--- config.mk ---
export PLATFORM = sky130hd
export DESIGN_NAME = single_wire_servo_bus_master_top_flat
export DESIGN_NICKNAME = d
export VERILOG_FILES = /design/src/hdl/swsbm_pkg.sv /design/src/hdl/swsbm_in_if.sv /design/src/hdl/swsbm_out_if.sv /design/src/hdl/swsbm_core.sv /design/src/hdl/single_wire_servo_bus_master_top.sv /design/src/flat_wrapper.sv
export SDC_FILE = /design/constraint.sdc
export NUM_CORES = 1
export LEC_CHECK = 0
export ABC_AREA = 1
export BUFFER_PORTS_ARGS = -buffer_cell sky130_fd_sc_hd__buf_4
export CORE_MARGIN = 5
export CORE_UTILIZATION = 40
export CTS_CLUSTER_SIZE = 12
export DETAILED_ROUTE_END_ITERATION = 6
export GPL_TIMING_DRIVEN = 0
export SYNTH_ARGS = -nofsm -noshare
export SYNTH_HDL_FRONTEND = slang
export SYNTH_HIERARCHICAL = 1
export SYNTH_SLANG_ARGS = --single-unit
--- constraint.sdc ---
create_clock -name i_clk -period 6.65 [get_ports i_clk]
set_input_delay 0.3325 -clock i_clk [delete_from_list [all_inputs] [get_ports i_clk]]
set_output_delay 0.3325 -clock i_clk [all_outputs]
set_load 0.02 [all_outputs]
--- src/hdl/swsbm_pkg.sv ---
// Package with the shared types, codes and reset values of the servo bus master.
`timescale 1ns / 1ps
`default_nettype none

package swsbm_pkg;

    // Frame buffer depth default.
    localparam int FRAME_MAX_DEF = 8;

    localparam int CFG_DATA_W = 24;
    localparam int CFG_IDX_W  = 2;

    localparam logic [15:0] BIT_TICKS_RST     = 16'd104;
    localparam logic [23:0] REPLY_TIMEOUT_RST = 24'd50000;
    localparam logic [15:0] GAP_TICKS_RST     = 16'd100;
    localparam logic [23:0] ZERO_SETTLE_RST   = 24'd5000;

    localparam logic [7:0]  SYNC_BYTE       = 8'hAA;
    localparam logic [3:0]  FRAME_LEN_MOVE  = 4'd8;
    localparam logic [3:0]  FRAME_LEN_SHORT = 4'd2;
    localparam logic [3:0]  UART_BITS       = 4'd10;
    localparam logic [3:0]  DATA_BITS       = 4'd8;
    localparam logic [3:0]  REPLY_BYTES     = 4'd4;
    localparam logic [31:0] POS_TIMEOUT     = 32'h8000_0000;

    typedef enum logic [2:0] {
        CMD_MOVE      = 3'd0,
        CMD_MOVE_WAIT = 3'd1,
        CMD_POSITION  = 3'd2,
        CMD_HALT      = 3'd3,
        CMD_QUERY     = 3'd4,
        CMD_ZERO      = 3'd5,
        CMD_HOLD_OFF  = 3'd6,
        CMD_HOLD_ON   = 3'd7
    } t_cmd;

    typedef enum logic [CFG_IDX_W-1:0] {
        CFG_BIT_TICKS     = 2'd0,
        CFG_REPLY_TIMEOUT = 2'd1,
        CFG_GAP_TICKS     = 2'd2,
        CFG_ZERO_SETTLE   = 2'd3
    } t_cfg_idx;

    typedef enum logic [2:0] {
        PH_IDLE,
        PH_TX,
        PH_LINE_LOW,
        PH_LINE_HIGH,
        PH_RX_WAIT,
        PH_RX_BITS,
        PH_GAP
    } t_phase;

    typedef struct packed {
        logic [15:0] bit_ticks;
        logic [23:0] reply_timeout_ticks;
        logic [15:0] gap_ticks;
        logic [23:0] zero_settle_ticks;
    } t_cfg;

    typedef struct packed {
        logic               operation;
        logic [2:0]         command;
        logic signed [31:0] target_angle;
        logic [7:0]         move_speed;
        logic               line_level;
    } t_in_word;

    typedef struct packed {
        logic               pull_low;
        logic               busy_res;
        logic               done_res;
        logic signed [31:0] position;
        logic               moving;
        logic               timed_out;
    } t_out_word;

endpackage

`default_nettype wire

--- src/hdl/swsbm_in_if.sv ---
// Command and tick channel of the servo bus master.
`timescale 1ns / 1ps
`default_nettype none

interface swsbm_in_if;
    logic               valid;
    logic               ready;
    logic               operation;
    logic [2:0]         command;
    logic signed [31:0] target_angle;
    logic [7:0]         move_speed;
    logic               line_level;

    modport source (
        output valid, operation, command, target_angle, move_speed, line_level,
        input  ready
    );
    modport sink (
        input  valid, operation, command, target_angle, move_speed, line_level,
        output ready
    );
endinterface

`default_nettype wire

--- src/hdl/swsbm_out_if.sv ---
// Result channel of the servo bus master.
`timescale 1ns / 1ps
`default_nettype none

interface swsbm_out_if;
    logic               valid;
    logic               ready;
    logic               pull_low;
    logic               busy_res;
    logic               done_res;
    logic signed [31:0] position;
    logic               moving;
    logic               timed_out;

    modport source (
        output valid, pull_low, busy_res, done_res, position, moving, timed_out,
        input  ready
    );
    modport sink (
        input  valid, pull_low, busy_res, done_res, position, moving, timed_out,
        output ready
    );
endinterface

`default_nettype wire

--- src/hdl/swsbm_core.sv ---
// Bus sequencer: frame builder, bit timing, reply sampling and the state it keeps.
`timescale 1ns / 1ps
`default_nettype none

module swsbm_core #(
    parameter int FRAME_MAX = swsbm_pkg::FRAME_MAX_DEF
) (
    input  wire                   i_clk,
    input  wire                   i_rst_n,
    input  wire                   i_step,
    input  swsbm_pkg::t_in_word   i_word,
    input  swsbm_pkg::t_cfg       i_cfg,
    output swsbm_pkg::t_out_word  o_result
);

    localparam int IDX_W = $clog2(FRAME_MAX);

    swsbm_pkg::t_phase r_phase, n_phase;
    swsbm_pkg::t_cmd   r_pending, n_pending;
    logic [7:0]  r_frame [FRAME_MAX];
    logic [3:0]  r_frame_length, n_frame_length;
    logic [3:0]  r_byte_index, n_byte_index;
    logic [3:0]  r_bit_index, n_bit_index;
    logic [16:0] r_bit_timer, n_bit_timer;
    logic [23:0] r_wait_timer, n_wait_timer;
    logic [31:0] r_reply_shift, n_reply_shift;
    logic [31:0] r_last_position, n_last_position;
    logic        r_last_moving, n_last_moving;
    logic        r_timeout_flag, n_timeout_flag;

    logic        done;
    logic        start_en;
    logic        gap_go;
    logic [23:0] gap_len;
    logic [15:0] bt;
    logic [14:0] half_bt;
    logic [23:0] timeout_lim;
    logic [23:0] wait_inc;
    swsbm_pkg::t_cmd cmd_eff;
    logic [7:0]  checksum;
    logic [7:0]  tx_byte;
    logic [2:0]  tx_bit_sel;
    logic        pull;

    // A zero register value behaves as one for the bit time and the timeout.
    assign bt          = (i_cfg.bit_ticks == 16'd0) ? 16'd1 : i_cfg.bit_ticks;
    assign half_bt     = bt[15:1];
    assign timeout_lim = (i_cfg.reply_timeout_ticks == 24'd0) ? 24'd1
                                                              : i_cfg.reply_timeout_ticks;
    assign wait_inc    = r_wait_timer + 24'd1;

    // A move with speed zero is sent as a stop.
    always_comb begin
        cmd_eff = swsbm_pkg::t_cmd'(i_word.command);
        if ((cmd_eff == swsbm_pkg::CMD_MOVE || cmd_eff == swsbm_pkg::CMD_MOVE_WAIT)
                && i_word.move_speed == 8'd0) begin
            cmd_eff = swsbm_pkg::CMD_HALT;
        end
    end

    assign checksum = ~(8'({5'd0, cmd_eff}) + i_word.target_angle[31:24]
                      + i_word.target_angle[23:16] + i_word.target_angle[15:8]
                      + i_word.target_angle[7:0] + i_word.move_speed);

    always_comb begin
        n_phase         = r_phase;
        n_pending       = r_pending;
        n_frame_length  = r_frame_length;
        n_byte_index    = r_byte_index;
        n_bit_index     = r_bit_index;
        n_bit_timer     = r_bit_timer;
        n_wait_timer    = r_wait_timer;
        n_reply_shift   = r_reply_shift;
        n_last_position = r_last_position;
        n_last_moving   = r_last_moving;
        n_timeout_flag  = r_timeout_flag;
        done            = 1'b0;
        start_en        = 1'b0;
        gap_go          = 1'b0;
        gap_len         = 24'd0;

        if (i_step && i_word.operation) begin
            if (r_phase == swsbm_pkg::PH_IDLE) begin
                start_en       = 1'b1;
                n_pending      = cmd_eff;
                n_frame_length = (cmd_eff == swsbm_pkg::CMD_MOVE
                                  || cmd_eff == swsbm_pkg::CMD_MOVE_WAIT)
                                 ? swsbm_pkg::FRAME_LEN_MOVE : swsbm_pkg::FRAME_LEN_SHORT;
                if (cmd_eff == swsbm_pkg::CMD_POSITION || cmd_eff == swsbm_pkg::CMD_QUERY) begin
                    n_timeout_flag = 1'b0;
                end
                n_byte_index  = 4'd0;
                n_bit_index   = 4'd0;
                n_bit_timer   = {1'b0, bt};
                n_reply_shift = 32'd0;
                n_phase       = swsbm_pkg::PH_TX;
            end
        end else if (i_step) begin
            unique case (r_phase)
                swsbm_pkg::PH_TX: begin
                    n_bit_timer = (r_bit_timer != 17'd0) ? r_bit_timer - 17'd1 : 17'd0;
                    if (n_bit_timer == 17'd0) begin
                        n_bit_index = r_bit_index + 4'd1;
                        n_bit_timer = {1'b0, bt};
                        if (n_bit_index >= swsbm_pkg::UART_BITS) begin
                            n_bit_index  = 4'd0;
                            n_byte_index = r_byte_index + 4'd1;
                            if (n_byte_index >= r_frame_length) begin
                                // End of frame: what follows depends on the command.
                                n_bit_timer = 17'd0;
                                case (r_pending) inside
                                    swsbm_pkg::CMD_MOVE_WAIT: begin
                                        n_phase = swsbm_pkg::PH_LINE_LOW;
                                    end
                                    swsbm_pkg::CMD_POSITION, swsbm_pkg::CMD_QUERY: begin
                                        n_byte_index  = 4'd0;
                                        n_reply_shift = 32'd0;
                                        n_phase       = swsbm_pkg::PH_RX_WAIT;
                                        n_wait_timer  = 24'd0;
                                        n_bit_index   = 4'd0;
                                    end
                                    swsbm_pkg::CMD_ZERO: begin
                                        gap_go  = 1'b1;
                                        gap_len = i_cfg.zero_settle_ticks;
                                    end
                                    default: begin
                                        done    = 1'b1;
                                        n_phase = swsbm_pkg::PH_IDLE;
                                    end
                                endcase
                            end
                        end
                    end
                end
                swsbm_pkg::PH_LINE_LOW: begin
                    if (!i_word.line_level) begin
                        n_phase = swsbm_pkg::PH_LINE_HIGH;
                    end
                end
                swsbm_pkg::PH_LINE_HIGH: begin
                    if (i_word.line_level) begin
                        gap_go  = 1'b1;
                        gap_len = {8'd0, i_cfg.gap_ticks};
                    end
                end
                swsbm_pkg::PH_RX_WAIT: begin
                    if (!i_word.line_level) begin
                        // Start edge: first sample lands in the middle of bit 0.
                        n_phase     = swsbm_pkg::PH_RX_BITS;
                        n_bit_index = 4'd0;
                        n_bit_timer = {1'b0, bt} + {2'b0, half_bt};
                    end else begin
                        n_wait_timer = wait_inc;
                        if (wait_inc >= timeout_lim) begin
                            n_timeout_flag = 1'b1;
                            if (r_pending == swsbm_pkg::CMD_POSITION) begin
                                n_last_position = swsbm_pkg::POS_TIMEOUT;
                            end else begin
                                n_last_moving = 1'b0;
                            end
                            done    = 1'b1;
                            n_phase = swsbm_pkg::PH_IDLE;
                        end
                    end
                end
                swsbm_pkg::PH_RX_BITS: begin
                    n_bit_timer = (r_bit_timer != 17'd0) ? r_bit_timer - 17'd1 : 17'd0;
                    if (n_bit_timer == 17'd0) begin
                        if (r_pending == swsbm_pkg::CMD_QUERY) begin
                            n_last_moving = i_word.line_level;
                            gap_go        = 1'b1;
                            if (i_word.line_level) begin
                                gap_len = (i_cfg.gap_ticks >= {1'b0, half_bt})
                                          ? {8'd0, i_cfg.gap_ticks - {1'b0, half_bt}}
                                          : 24'd0;
                            end else begin
                                gap_len = {7'd0, {1'b0, i_cfg.gap_ticks} + {2'b0, half_bt}};
                            end
                        end else if (r_bit_index < swsbm_pkg::DATA_BITS) begin
                            // Reply bytes arrive most significant first, bits LSB first.
                            if (i_word.line_level && r_byte_index < swsbm_pkg::REPLY_BYTES) begin
                                n_reply_shift[{~r_byte_index[1:0], r_bit_index[2:0]}] = 1'b1;
                            end
                            n_bit_index = r_bit_index + 4'd1;
                            n_bit_timer = {1'b0, bt};
                        end else begin
                            n_byte_index = r_byte_index + 4'd1;
                            if (n_byte_index >= swsbm_pkg::REPLY_BYTES) begin
                                n_last_position = r_reply_shift;
                                gap_go          = 1'b1;
                                gap_len = {7'd0, {1'b0, i_cfg.gap_ticks} + {1'b0, bt}};
                            end else begin
                                n_phase      = swsbm_pkg::PH_RX_WAIT;
                                n_wait_timer = 24'd0;
                                n_bit_index  = 4'd0;
                            end
                        end
                    end
                end
                swsbm_pkg::PH_GAP: begin
                    n_wait_timer = (r_wait_timer != 24'd0) ? r_wait_timer - 24'd1 : 24'd0;
                    if (n_wait_timer == 24'd0) begin
                        done    = 1'b1;
                        n_phase = swsbm_pkg::PH_IDLE;
                    end
                end
                default: begin
                    n_phase = swsbm_pkg::PH_IDLE;
                end
            endcase
        end

        // A guard time of zero finishes the command straight away.
        if (gap_go) begin
            if (gap_len == 24'd0) begin
                done    = 1'b1;
                n_phase = swsbm_pkg::PH_IDLE;
            end else begin
                n_phase      = swsbm_pkg::PH_GAP;
                n_wait_timer = gap_len;
            end
        end
    end

    // Wire drive for the state after this word. The frame buffer is only read while
    // sending data bits, which never happens on the word that loads it.
    assign tx_byte    = ({1'b0, n_byte_index} < 5'(FRAME_MAX))
                        ? r_frame[n_byte_index[IDX_W-1:0]] : 8'hFF;
    assign tx_bit_sel = n_bit_index[2:0] - 3'd1;

    always_comb begin
        if (n_phase != swsbm_pkg::PH_TX) begin
            pull = 1'b0;
        end else if (n_bit_index == 4'd0) begin
            pull = 1'b1;
        end else if (n_bit_index > swsbm_pkg::DATA_BITS) begin
            pull = 1'b0;
        end else begin
            pull = ~tx_byte[tx_bit_sel];
        end
    end

    assign o_result.pull_low  = pull;
    assign o_result.busy_res  = (n_phase != swsbm_pkg::PH_IDLE);
    assign o_result.done_res  = done;
    assign o_result.position  = n_last_position;
    assign o_result.moving    = n_last_moving;
    assign o_result.timed_out = n_timeout_flag;

    always_ff @(posedge i_clk) begin
        if (!i_rst_n) begin
            r_phase         <= swsbm_pkg::PH_IDLE;
            r_pending       <= swsbm_pkg::CMD_MOVE;
            r_frame_length  <= 4'd0;
            r_byte_index    <= 4'd0;
            r_bit_index     <= 4'd0;
            r_bit_timer     <= 17'd0;
            r_wait_timer    <= 24'd0;
            r_reply_shift   <= 32'd0;
            r_last_position <= 32'd0;
            r_last_moving   <= 1'b0;
            r_timeout_flag  <= 1'b0;
        end else begin
            r_phase         <= n_phase;
            r_pending       <= n_pending;
            r_frame_length  <= n_frame_length;
            r_byte_index    <= n_byte_index;
            r_bit_index     <= n_bit_index;
            r_bit_timer     <= n_bit_timer;
            r_wait_timer    <= n_wait_timer;
            r_reply_shift   <= n_reply_shift;
            r_last_position <= n_last_position;
            r_last_moving   <= n_last_moving;
            r_timeout_flag  <= n_timeout_flag;
        end
    end

    always_ff @(posedge i_clk) begin
        if (start_en) begin
            r_frame[0] <= swsbm_pkg::SYNC_BYTE;
            r_frame[1] <= {5'd0, cmd_eff};
            r_frame[2] <= i_word.target_angle[31:24];
            r_frame[3] <= i_word.target_angle[23:16];
            r_frame[4] <= i_word.target_angle[15:8];
            r_frame[5] <= i_word.target_angle[7:0];
            r_frame[6] <= i_word.move_speed;
            r_frame[7] <= checksum;
        end
    end

    a_tx_index: assert property (@(posedge i_clk) disable iff (!i_rst_n)
        r_phase == swsbm_pkg::PH_TX |-> r_byte_index < r_frame_length
                                        && r_bit_index < swsbm_pkg::UART_BITS)
        else $error("transmit position outside the frame");

    a_rx_cmd: assert property (@(posedge i_clk) disable iff (!i_rst_n)
        (r_phase == swsbm_pkg::PH_RX_WAIT || r_phase == swsbm_pkg::PH_RX_BITS)
        |-> (r_pending == swsbm_pkg::CMD_POSITION || r_pending == swsbm_pkg::CMD_QUERY))
        else $error("reply phase entered for a command without a reply");

    a_idle_tick: assert property (@(posedge i_clk) disable iff (!i_rst_n)
        i_step && !i_word.operation && r_phase == swsbm_pkg::PH_IDLE
        |=> r_phase == swsbm_pkg::PH_IDLE)
        else $error("a tick left the idle phase");

    a_done_idle: assert property (@(posedge i_clk) disable iff (!i_rst_n)
        i_step && done |=> r_phase == swsbm_pkg::PH_IDLE)
        else $error("command finished but sequencer is not idle");

endmodule

`default_nettype wire

--- src/hdl/single_wire_servo_bus_master_top.sv ---
// Top level of the single-wire servo bus master: channel registers and configuration.
//
//  Channel   Dir  Payload                                               Handshake
//  i_cmd     in   operation, command, target_angle, move_speed, line    valid/ready
//  o_res     out  pull_low, busy_res, done_res, position, moving, t/o   valid/ready
//  i_cfg_*   in   register index and data                               write enable
//
//  One result word per accepted word, one word per cycle sustained while o_res is not
//  stalled: the whole sequencer step is a single pass between the input and output registers.
//  A word is held in the input register and its result in the output register before o_res.
//  Reset is synchronous and clears the phase, counters and reported status.
//  A stalled o_res holds its word; i_cmd keeps accepting until the input register is full.
`timescale 1ns / 1ps
`default_nettype none

module single_wire_servo_bus_master_top #(
    parameter int FRAME_MAX = swsbm_pkg::FRAME_MAX_DEF
) (
    input  wire                                  i_clk,
    input  wire                                  i_rst_n,
    swsbm_in_if.sink                             i_cmd,
    swsbm_out_if.source                          o_res,
    input  wire                                  i_cfg_we,
    input  wire [swsbm_pkg::CFG_IDX_W-1:0]       i_cfg_index,
    input  wire [swsbm_pkg::CFG_DATA_W-1:0]      i_cfg_data
);

    logic                 r_in_valid;
    swsbm_pkg::t_in_word  r_in_word;
    logic                 r_out_valid;
    swsbm_pkg::t_out_word r_out_word;
    swsbm_pkg::t_out_word step_result;
    swsbm_pkg::t_cfg      r_cfg;
    logic                 step;

    // A word moves on when the output register is empty or being emptied.
    assign step        = r_in_valid && (!r_out_valid || o_res.ready);
    assign i_cmd.ready = !r_in_valid || step;

    always_ff @(posedge i_clk) begin
        if (!i_rst_n) begin
            r_in_valid  <= 1'b0;
            r_out_valid <= 1'b0;
        end else begin
            if (i_cmd.ready) begin
                r_in_valid <= i_cmd.valid;
            end
            if (step) begin
                r_out_valid <= 1'b1;
            end else if (o_res.ready) begin
                r_out_valid <= 1'b0;
            end
        end
    end

    always_ff @(posedge i_clk) begin
        if (i_cmd.valid && i_cmd.ready) begin
            r_in_word.operation    <= i_cmd.operation;
            r_in_word.command      <= i_cmd.command;
            r_in_word.target_angle <= i_cmd.target_angle;
            r_in_word.move_speed   <= i_cmd.move_speed;
            r_in_word.line_level   <= i_cmd.line_level;
        end
        if (step) begin
            r_out_word <= step_result;
        end
    end

    always_ff @(posedge i_clk) begin
        if (!i_rst_n) begin
            r_cfg.bit_ticks           <= swsbm_pkg::BIT_TICKS_RST;
            r_cfg.reply_timeout_ticks <= swsbm_pkg::REPLY_TIMEOUT_RST;
            r_cfg.gap_ticks           <= swsbm_pkg::GAP_TICKS_RST;
            r_cfg.zero_settle_ticks   <= swsbm_pkg::ZERO_SETTLE_RST;
        end else if (i_cfg_we) begin
            unique case (swsbm_pkg::t_cfg_idx'(i_cfg_index))
                swsbm_pkg::CFG_BIT_TICKS:     r_cfg.bit_ticks           <= i_cfg_data[15:0];
                swsbm_pkg::CFG_REPLY_TIMEOUT: r_cfg.reply_timeout_ticks <= i_cfg_data;
                swsbm_pkg::CFG_GAP_TICKS:     r_cfg.gap_ticks           <= i_cfg_data[15:0];
                swsbm_pkg::CFG_ZERO_SETTLE:   r_cfg.zero_settle_ticks   <= i_cfg_data;
                default: ;
            endcase
        end
    end

    swsbm_core #(
        .FRAME_MAX (FRAME_MAX)
    ) u_core (
        .i_clk    (i_clk),
        .i_rst_n  (i_rst_n),
        .i_step   (step),
        .i_word   (r_in_word),
        .i_cfg    (r_cfg),
        .o_result (step_result)
    );

    assign o_res.valid     = r_out_valid;
    assign o_res.pull_low  = r_out_word.pull_low;
    assign o_res.busy_res  = r_out_word.busy_res;
    assign o_res.done_res  = r_out_word.done_res;
    assign o_res.position  = r_out_word.position;
    assign o_res.moving    = r_out_word.moving;
    assign o_res.timed_out = r_out_word.timed_out;

endmodule

`default_nettype wire
--- src/flat_wrapper.sv ---
// flat-port wrapper written by rule: the top's interface ports become plain ports
module single_wire_servo_bus_master_top_flat 
#(
    parameter int FRAME_MAX = swsbm_pkg::FRAME_MAX_DEF
)
  (i_clk, i_rst_n, i_cfg_we, i_cfg_index, i_cfg_data, i_cmd_valid, i_cmd_operation, i_cmd_command, i_cmd_target_angle, i_cmd_move_speed, i_cmd_line_level, i_cmd_ready, o_res_valid, o_res_pull_low, o_res_busy_res, o_res_done_res, o_res_position, o_res_moving, o_res_timed_out, o_res_ready);
  swsbm_in_if i_cmd_i ();
  swsbm_out_if o_res_i ();
  input  wire i_clk;
  input  wire i_rst_n;
  input  wire i_cfg_we;
  input  wire [swsbm_pkg::CFG_IDX_W-1:0] i_cfg_index;
  input  wire [swsbm_pkg::CFG_DATA_W-1:0] i_cfg_data;
  input wire logic [$bits(i_cmd_i.valid)-1:0] i_cmd_valid;
  input wire logic [$bits(i_cmd_i.operation)-1:0] i_cmd_operation;
  input wire logic [$bits(i_cmd_i.command)-1:0] i_cmd_command;
  input wire logic [$bits(i_cmd_i.target_angle)-1:0] i_cmd_target_angle;
  input wire logic [$bits(i_cmd_i.move_speed)-1:0] i_cmd_move_speed;
  input wire logic [$bits(i_cmd_i.line_level)-1:0] i_cmd_line_level;
  output wire logic [$bits(i_cmd_i.ready)-1:0] i_cmd_ready;
  output wire logic [$bits(o_res_i.valid)-1:0] o_res_valid;
  output wire logic [$bits(o_res_i.pull_low)-1:0] o_res_pull_low;
  output wire logic [$bits(o_res_i.busy_res)-1:0] o_res_busy_res;
  output wire logic [$bits(o_res_i.done_res)-1:0] o_res_done_res;
  output wire logic [$bits(o_res_i.position)-1:0] o_res_position;
  output wire logic [$bits(o_res_i.moving)-1:0] o_res_moving;
  output wire logic [$bits(o_res_i.timed_out)-1:0] o_res_timed_out;
  input wire logic [$bits(o_res_i.ready)-1:0] o_res_ready;
  assign i_cmd_i.valid = i_cmd_valid;
  assign i_cmd_i.operation = i_cmd_operation;
  assign i_cmd_i.command = i_cmd_command;
  assign i_cmd_i.target_angle = i_cmd_target_angle;
  assign i_cmd_i.move_speed = i_cmd_move_speed;
  assign i_cmd_i.line_level = i_cmd_line_level;
  assign i_cmd_ready = i_cmd_i.ready;
  assign o_res_valid = o_res_i.valid;
  assign o_res_pull_low = o_res_i.pull_low;
  assign o_res_busy_res = o_res_i.busy_res;
  assign o_res_done_res = o_res_i.done_res;
  assign o_res_position = o_res_i.position;
  assign o_res_moving = o_res_i.moving;
  assign o_res_timed_out = o_res_i.timed_out;
  assign o_res_i.ready = o_res_ready;
  single_wire_servo_bus_master_top #(.FRAME_MAX(FRAME_MAX)) u_core (.i_clk(i_clk), .i_rst_n(i_rst_n), .i_cmd(i_cmd_i), .o_res(o_res_i), .i_cfg_we(i_cfg_we), .i_cfg_index(i_cfg_index), .i_cfg_data(i_cfg_data));
endmodule
==> summary.md, run 1 <==
| Metric | Value |
|---|---|
| F_max | 170.7 MHz |
| N_diodes | 0 |
| Yosys warns | 6 |
| WL/cell | approximately 18 µm |
| Final Max Slew Viols | 0 |
| Slew margin rel. | between 10% and 20% |
| Final setup violation count | 0 |
| Via/cell ratio | 5.257 |
| Setup crit start | u_core/r_cfg[78] |
| Startpoint Class | flop |
| Setup bufs post-CTS | 0 |
| Grt total ovfl | 0 |
| Vias in the first global route | 20845 |
| Critical-path maximum fanout | 10 |
| Setup crit end kind | flop |
| Power Total | 0.005533 W |
| H-tree Lvls | 2 |
| Ys async rst share | 0% |
| Most frequent CP cell | nand2_1 |
| Iter 0 DRT Violations | approximately 2200 |
| FILL cells | 5949 |
| Worst path arrival time | 6.30 ns |
| Number of synthesized register bits | around 340 |
| Minimum clock period after layout | 5.857 ns |
| Max incr delay on CP | between 0.4 and 0.5 ns |
| Hold path start | i_cfg_data[9] |
| Post-DP HPWL | 58950 µm |
| Critical Path RT | a little over 7 ns |
| RSZ-0062 raised after global routing | false |
| Starting Density | 40.13% |
| Register area share after synthesis | 35.18% |
| Worst path slowest cell | dfxtp_1 |
| IO Count | 115 |
| Origin of the critical flop-to-flop path | u_core/r_cfg[78] |
| Total number of vias | 22463 |
| Syn Nets | 3492 |
| Detailed Routing Iterations Pass 1 | 6 |
| Number of buffers added on ports | 112 |
| Hold Path Class | primary input to flop |
| Top cell type's share of synthesized area | 17.83% |
| Fraction of layout instances using a drive strength above 1 | 8.438% |
| Gpl congestion | 0.9533 |
| Synthesized area | 0.02302 mm² |
| Critical setup path kind | flop to flop |
| First-pass GRT wire length | roughly 120000 µm |
| Pwr Density | ~210 mW/mm² |
| Largest net degree at the start of global routing | 45 |
| CTS max path bufs | 3 |
| Slew @ Worst Pin | 1.261 ns |
| Num Clock Sinks | 338 |
| Skew-Pair Late Insertion Delay | 0.57 ns |
| Prevailing post-synth register cell | dfxtp_1 |
| Die area | 0.06244 mm² |
| Max-Cap Viols | 0 |
| Row cnt | 88 |
| Synth-to-layout area growth | 15.65% |
| Clock Tree Root | clkbuf_16 |
| Residual DRC | 0 |
| Area leader, netlist | dfxtp_1 |
| Die width | 249.9 µm |
| Synth top area cells | dfxtp_1, edfxtp_1, nand2_1, inv_1, a21oi_1 |
| Status | finished clean |
| Final setup TNS | 0 ns |
| Clock Skews | ~0.015 ns |
| Clock Pin Slew Worst Setup and Hold Paths | 0.06 ns |
| CORE AREA | 0.05737 mm² |
| Final Hold Fails | 0 |
| CTS-repair resized insts | 0 |
| Inserted Clock Buffers | 39 |
| Mean Syn Cell Area | roughly 7.0 µm² |
| Die height | 249.9 µm |
| Post-synth cell types | 63 |
| Initial antenna violation count | 0 |
| Post-synth EDFFs | 133 |
| Final WL | 77000 µm |
| Gr usage total | 23.62% |
| Post-Syn Instances | between 3000 and 4000 |
| Detail Route Antenna Nets | 0 |
| Final worst-path cycle share | 88.08% |
| Nets@finish | approximately 3700 |
| Leakage | 11.82 nW |
| VDD IR-drop max | 148.9 µV |
| CTS tree | built |
[flip-flops by register name, summed over array words and instances, names as in the netlist, 2 cells and up]
signal and flops:
u_core/u_core/r_frame 51, u_core/r_in_word 45, u_core/u_core/r_byte_index 4, u_core/r_cfg 80, u_core/u_core/r_wait_timer 24, u_core/u_core/r_pending 3
u_core/u_core/r_last_position 32, u_core/u_core/r_bit_timer 17, u_core/u_core/r_reply_shift 32, u_core/o_res.position 32, u_core/u_core/r_bit_index 4, u_core/u_core/r_frame_length 2
u_core/u_core/r_phase 3
[final timing paths]
check / cells past startpoint / slack, ns / to
worst max-delay path: 32 / 0.79 / u_core/o_res.pull_low
worst min-delay path: 3 / 0.03 / u_core/r_cfg[9]
worst max register to register: 32 / 0.79 / u_core/o_res.pull_low
worst min register to register: 2 / 0.44 / u_core/u_core/r_reply_shift[9]
[area by class of cell]
class | instances | area [µm²] | area share (%)
timing repair buffer | 169 | 1441 | 5.414
clock buffer | 53 | 1070 | 4.018
tap | 765 | 957.2 | 3.595
buffer | 131 | 589.3 | 2.214
clock inverter | 14 | 116.4 | 0.4371
sequential | 338 | 8098 | 30.42
multi-input combinational | 2329 | 12570 | 47.22
inverter | 474 | 1779 | 6.683
[synth_stat cells (11+ instances only)]
| library cell | instances |
|---|---|
| xnor2_1 | 13 |
| clkbuf_1 | 87 |
| o21ai_0 | 153 |
| edfxtp_1 | 133 |
| o21ai_1 | 15 |
| fa_1 | 27 |
| buf_2 | 24 |
| nor2_2 | 11 |
| nand3_1 | 249 |
| nor3_1 | 46 |
| o22ai_1 | 23 |
| o211ai_1 | 29 |
| xor2_1 | 41 |
| a31o_2 | 31 |
| nand4_1 | 42 |
| a21oi_1 | 303 |
| nand2_1 | 750 |
| ha_1 | 117 |
| inv_1 | 461 |
| nand3b_1 | 16 |
| dfxtp_1 | 205 |
| o221ai_1 | 15 |
| nor2_1 | 326 |
[placed cells by master (no fill, tap or decap), drive strengths merged, types with 9 or more instances in the layout]
cell,count
ha,117
dfxtp,205
nor2,342
nor3,48
xnor2,13
a31oi,9
or2,15
nand3,260
edfxtp,133
nor4,10
clkbuf,140
inv,470
dlygate4sd3,54
buf,159
clkinv,17
o21a,9
o211ai,29
a31o,31
o22ai,23
nand3b,16
nand2,763
nand4,43
a21oi,304
o21ai,169
o221ai,15
xor2,41
fa,27
[metrics by stage]
| step | hold slack (ns) | instance area (µm²) | util [%] | instances | setup WS (ns) |
|---|---|---|---|---|---|
| floorplan | 0.4264 | 23020 | - | 3272 | 0.2842 |
| global placement | 0.4332 | 24820 | 43.26 | 4149 | -2.361 |
| detailed placement | 0.4369 | 24900 | 43.40 | 4152 | 0.9058 |
| CTS | 0.003772 | 26620 | 46.41 | 4273 | 0.8655 |
| global route | 0.02360 | 26620 | 46.41 | 4273 | 0.3606 |
| finish | 0.03313 | 26620 | 46.41 | 4273 | 0.7927 |
[report_power, final]
group	switching, W	internal, W	total (W)
Sequential	0.0000628	0.00225	0.00231
Combinational	0.000746	0.000416	0.00116
Clock	0.000889	0.00117	0.00206
Total	0.00170	0.00383	0.00553
[repair_timing]
item,CTS,global route
hold endpoints to repair,58,0
hold buffers,54,0
endpoints found under the setup margin,0,0
[worst max-delay path: cells and delay by family, from the launching register on]
kind            cells  cell delay, ns
simple gates       19            2.44
buf+inv             6            1.43
compound gates      5            0.94
fa+ha+maj           2            0.50
flops               1            0.42
[kinds of logic (layout without fill, tap and decap cells)]
| logic type | Yosys count | count (layout) | share of synthesized area [%] |
|---|---|---|---|
| DFF | 338 | 338 | 35.18 |
| adders and majority gates | 144 | 144 | 8.708 |
| and+or+nand+nor | 1504 | 1504 | 28.25 |
| xor gates and xnor gates | 54 | 54 | 2.055 |
| buffers and inverters | 605 | 841 | 10.29 |
| AOI/OAI and AO/OA | 627 | 627 | 15.52 |
[layer usage]
| layer | vias to the layer above | GRT usage (%) | wire (µm) |
|---|---|---|---|
| met3 | 147 | 3.043 | 5086 |
| met2 | 804 | 38.09 | 34720 |
| met4 | 0 | 8.937 | 3053 |
| met5 | - | 0 | 0 |
| met1 | 10306 | 32.47 | 34140 |
| li1 | 11206 | - | - |
(Power assumes the default switching activity.)
==> run 2, diff against run 1 <==
Clock period 6.65 ns to 5 ns, I/O delays scaled along.
==> run 2 against run 1 <==
  * Clock skew increased by 0.0076 ns
  * Sequential share of layout area decreased by 0.76 points
  * Highest routed layer unchanged
  * Maximum frequency rose by 19%
  * First-iteration DRC count decreased by 8.7%
  * Utilization grew 1.2 points
  * Clock power is 41% higher
  * Global-route usage grew 0.090 points
  * Via count increased by 0.98%
  * Register-to-register slack worse by 0.73 ns
  * Hold slack gained 0.019 ns
  * Sequential power is 33% higher
==> summary.md, run 2 (synthesis results as in run 1) <==
| Metric | Value |
|---|---|
| Status | finished clean |
| Crit. path cell count | 30 (-6.3%) |
| VDD IR-drop max | 231.2 µV (+55%) |
| Residual DRC | 0 (unchanged) |
| Final Hold Fails | 0 (unchanged) |
| Detailed Routing Iterations Pass 1 | 6 (unchanged) |
| Via/cell ratio | 5.271 (+0.28%) |
| Final worst-path cycle share | 98.76% (+11 points) |
| Worst path arrival time | 5.39 ns (-0.91 ns) |
| IO Count | 115 (unchanged) |
| Most frequent CP cell | nand2_1 |
| Row cnt | 88 (unchanged) |
| Top flop regs | u_core/r_cfg (80), u_core/u_core/r_frame (51), u_core/r_in_word (45) |
| Final setup TNS | 0 ns (unchanged) |
| Synth-to-layout area growth | 18.75% |
| Most frequent cells in the layout | nand2_1, inv_1, nor2_1 |
| Worst path slowest cell | dfxtp_1 |
| Die area | 0.06244 mm² (unchanged) |
| Gr usage total | 23.71% (+0.090 points) |
| Grt total ovfl | 0 (unchanged) |
| CTS max path bufs | 3 (unchanged) |
| Final Max Slew Viols | 0 (unchanged) |
| Clock Tree Root | clkbuf_16 |
| Critical-path maximum fanout | 10 (unchanged) |
| Starting Density | 40.13% (unchanged) |
| Critical setup path kind | flop to flop |
| Final WL | 77270 µm (+0.35%) |
| Slew margin rel. | 37.88% (+22 points) |
| H-tree Lvls | 2 (unchanged) |
| Buf/Inv on CP | 4 (-2) |
| Setup crit end kind | flop |
| Largest net degree at the start of global routing | 45 (unchanged) |
| Gpl congestion | 0.9649 (+1.2%) |
| Iter 0 DRT Violations | 2016 (-8.7%) |
| Hold path cells | 3 (unchanged) |
| Largest Register | u_core/r_cfg |
| Max reg flops | 80 (unchanged) |
| Clock Skews | 0.02298 ns (+0.007588 ns) |
| Max incr delay on CP | 0.39 ns (-0.03 ns) |
| Slew @ Worst Pin | 0.9318 ns (-0.3296 ns) |
| Skew-Pair Late Insertion Delay | 0.58 ns (about the same) |
| Nets@finish | 3731 (+0.78%) |
| Final setup violation count | 0 (unchanged) |
| Die height | 249.9 µm (unchanged) |
| Hold Path Class | primary input to flop |
| Top delay family on crit path | simple AND/OR/NAND/NOR gates |
| Leakage | 12.08 nW (+2.2%) |
| FILL cells | 5857 (-1.5%) |
| Post-DP HPWL | 58920 µm (about the same) |
| Footprint of the multi-input gates | 0.01284 mm² (+2.2%) |
| Hold WS | 0.05235 ns (+0.01922 ns) |
| Critical Path RT | 5.46 ns (-1.63 ns) |
| First-pass GRT wire length | 119200 µm (+0.78%) |
| RSZ-0062 raised after global routing | true |
| Num Clock Sinks | 338 (unchanged) |
| N_diodes | 0 (unchanged) |
| Minimum clock period after layout | 4.938 ns (-0.9191 ns) |
| Total number of vias | 22683 (+0.98%) |
| Max-Cap Viols | 0 (unchanged) |
| Die width | 249.9 µm (unchanged) |
| WL/cell | 17.96 µm (-0.35%) |
| Detail Route Antenna Nets | 0 (unchanged) |
| Number of buffers added on ports | 112 (unchanged) |
| Clock Pin Slew Worst Setup and Hold Paths | 0.06 ns (about the same) |
| Commonest non-fill, non-tap cell in the layout | nand2_1 |
| Inserted Clock Buffers | 39 (unchanged) |
| Vias in the first global route | 21188 (+1.6%) |
| CTS tree | built |
| Pwr Density | 277.4 mW/mm² (+33%) |
| Reg2Reg Depth | 30 (-6.3%) |
| Initial antenna violation count | 0 (unchanged) |
| F_max | 202.5 MHz (+19%) |
| Register Area | 0.008107 mm² (+0.11%) |
| Fraction of layout instances using a drive strength above 1 | 10.80% (+2.4 points) |
| CORE AREA | 0.05737 mm² (unchanged) |
| Startpoint Class | flop |
==> run 2: changes by cell type in the layout (fill, tap and decap cells not counted), moves of 9 or more <==
cell,change
dlygate4sd3_1,+17
a21oi_2,+9
buf_4,+17
a21oi_1,-9
ha_1,-11
clkbuf_1,-12
==> run 2: worst min-delay path: cells and delay by family <==
| family | cells | cell delay [ns] |
|---|---|---|
| and+or+nand+nor | 2 | 0.17 |
| buffers and inverters | 1 | 0.15 |
==> run 2: where the power goes <==
part	total (W)	internal (W)	switching, W
clock	0.00290	0.00169	0.00121
sequential	0.00308	0.00299	0.0000862
combinational	0.00160	0.000594	0.00101
total	0.00758	0.00528	0.00230
==> run 2: worst paths after layout <==
kind	start	end	slack, ns
min	i_cfg_index[1]	u_core/r_cfg[26]	0.05
min reg2reg	u_core/u_core/r_reply_shift[25]	u_core/u_core/r_reply_shift[25]	0.45
max reg2reg	u_core/r_cfg[65]	u_core/o_res.pull_low	0.06
max	u_core/r_cfg[65]	u_core/o_res.pull_low	0.06
==> run 2: routing by layer <==
metal	global-route usage [%]	share of wire [%]
met1	32.43	44
met2	38.60	46
met3	3.064	6.0
met4	8.670	3.6
met5	0	0
==> run 2: final cells by class <==
type / count / area share, %
timing repair buffer: 202 / 6.399
clock buffer: 53 / 3.982
multi-input combinational: 2329 / 46.99
tap: 765 / 3.502
sequential: 338 / 29.66
clock inverter: 15 / 0.7415
buffer: 127 / 2.202
inverter: 474 / 6.532
==> run 2: stage by stage <==
step | util, % | cells | cell area, µm² | power, W | setup slack (ns)
after CTS | 47.08 | 4292 | 27000 | 0.007613 | 0.003405
after global routing | 47.65 | 4303 | 27340 | 0.007969 | -0.1253
final | 47.65 | 4303 | 27340 | 0.007582 | 0.06186
after detailed placement | 43.40 | 4152 | 24900 | 0.004625 | -0.7786
after global placement | 43.27 | 4149 | 24820 | 0.004610 | -1.221
after floorplan | - | 3272 | 23020 | 0.004172 | 0.5371
==> run 2: what timing repair did <==
action | 4_1_cts | 5_1_grt
resized for setup | 33 | 61
endpoints found under the hold margin | 113 | 0
pin swaps | 1 | 12
endpoints found under the setup margin | 91 | 91
buffers inserted | 2 | 13
gates cloned | 0 | 1
hold buffers | 71 | 0
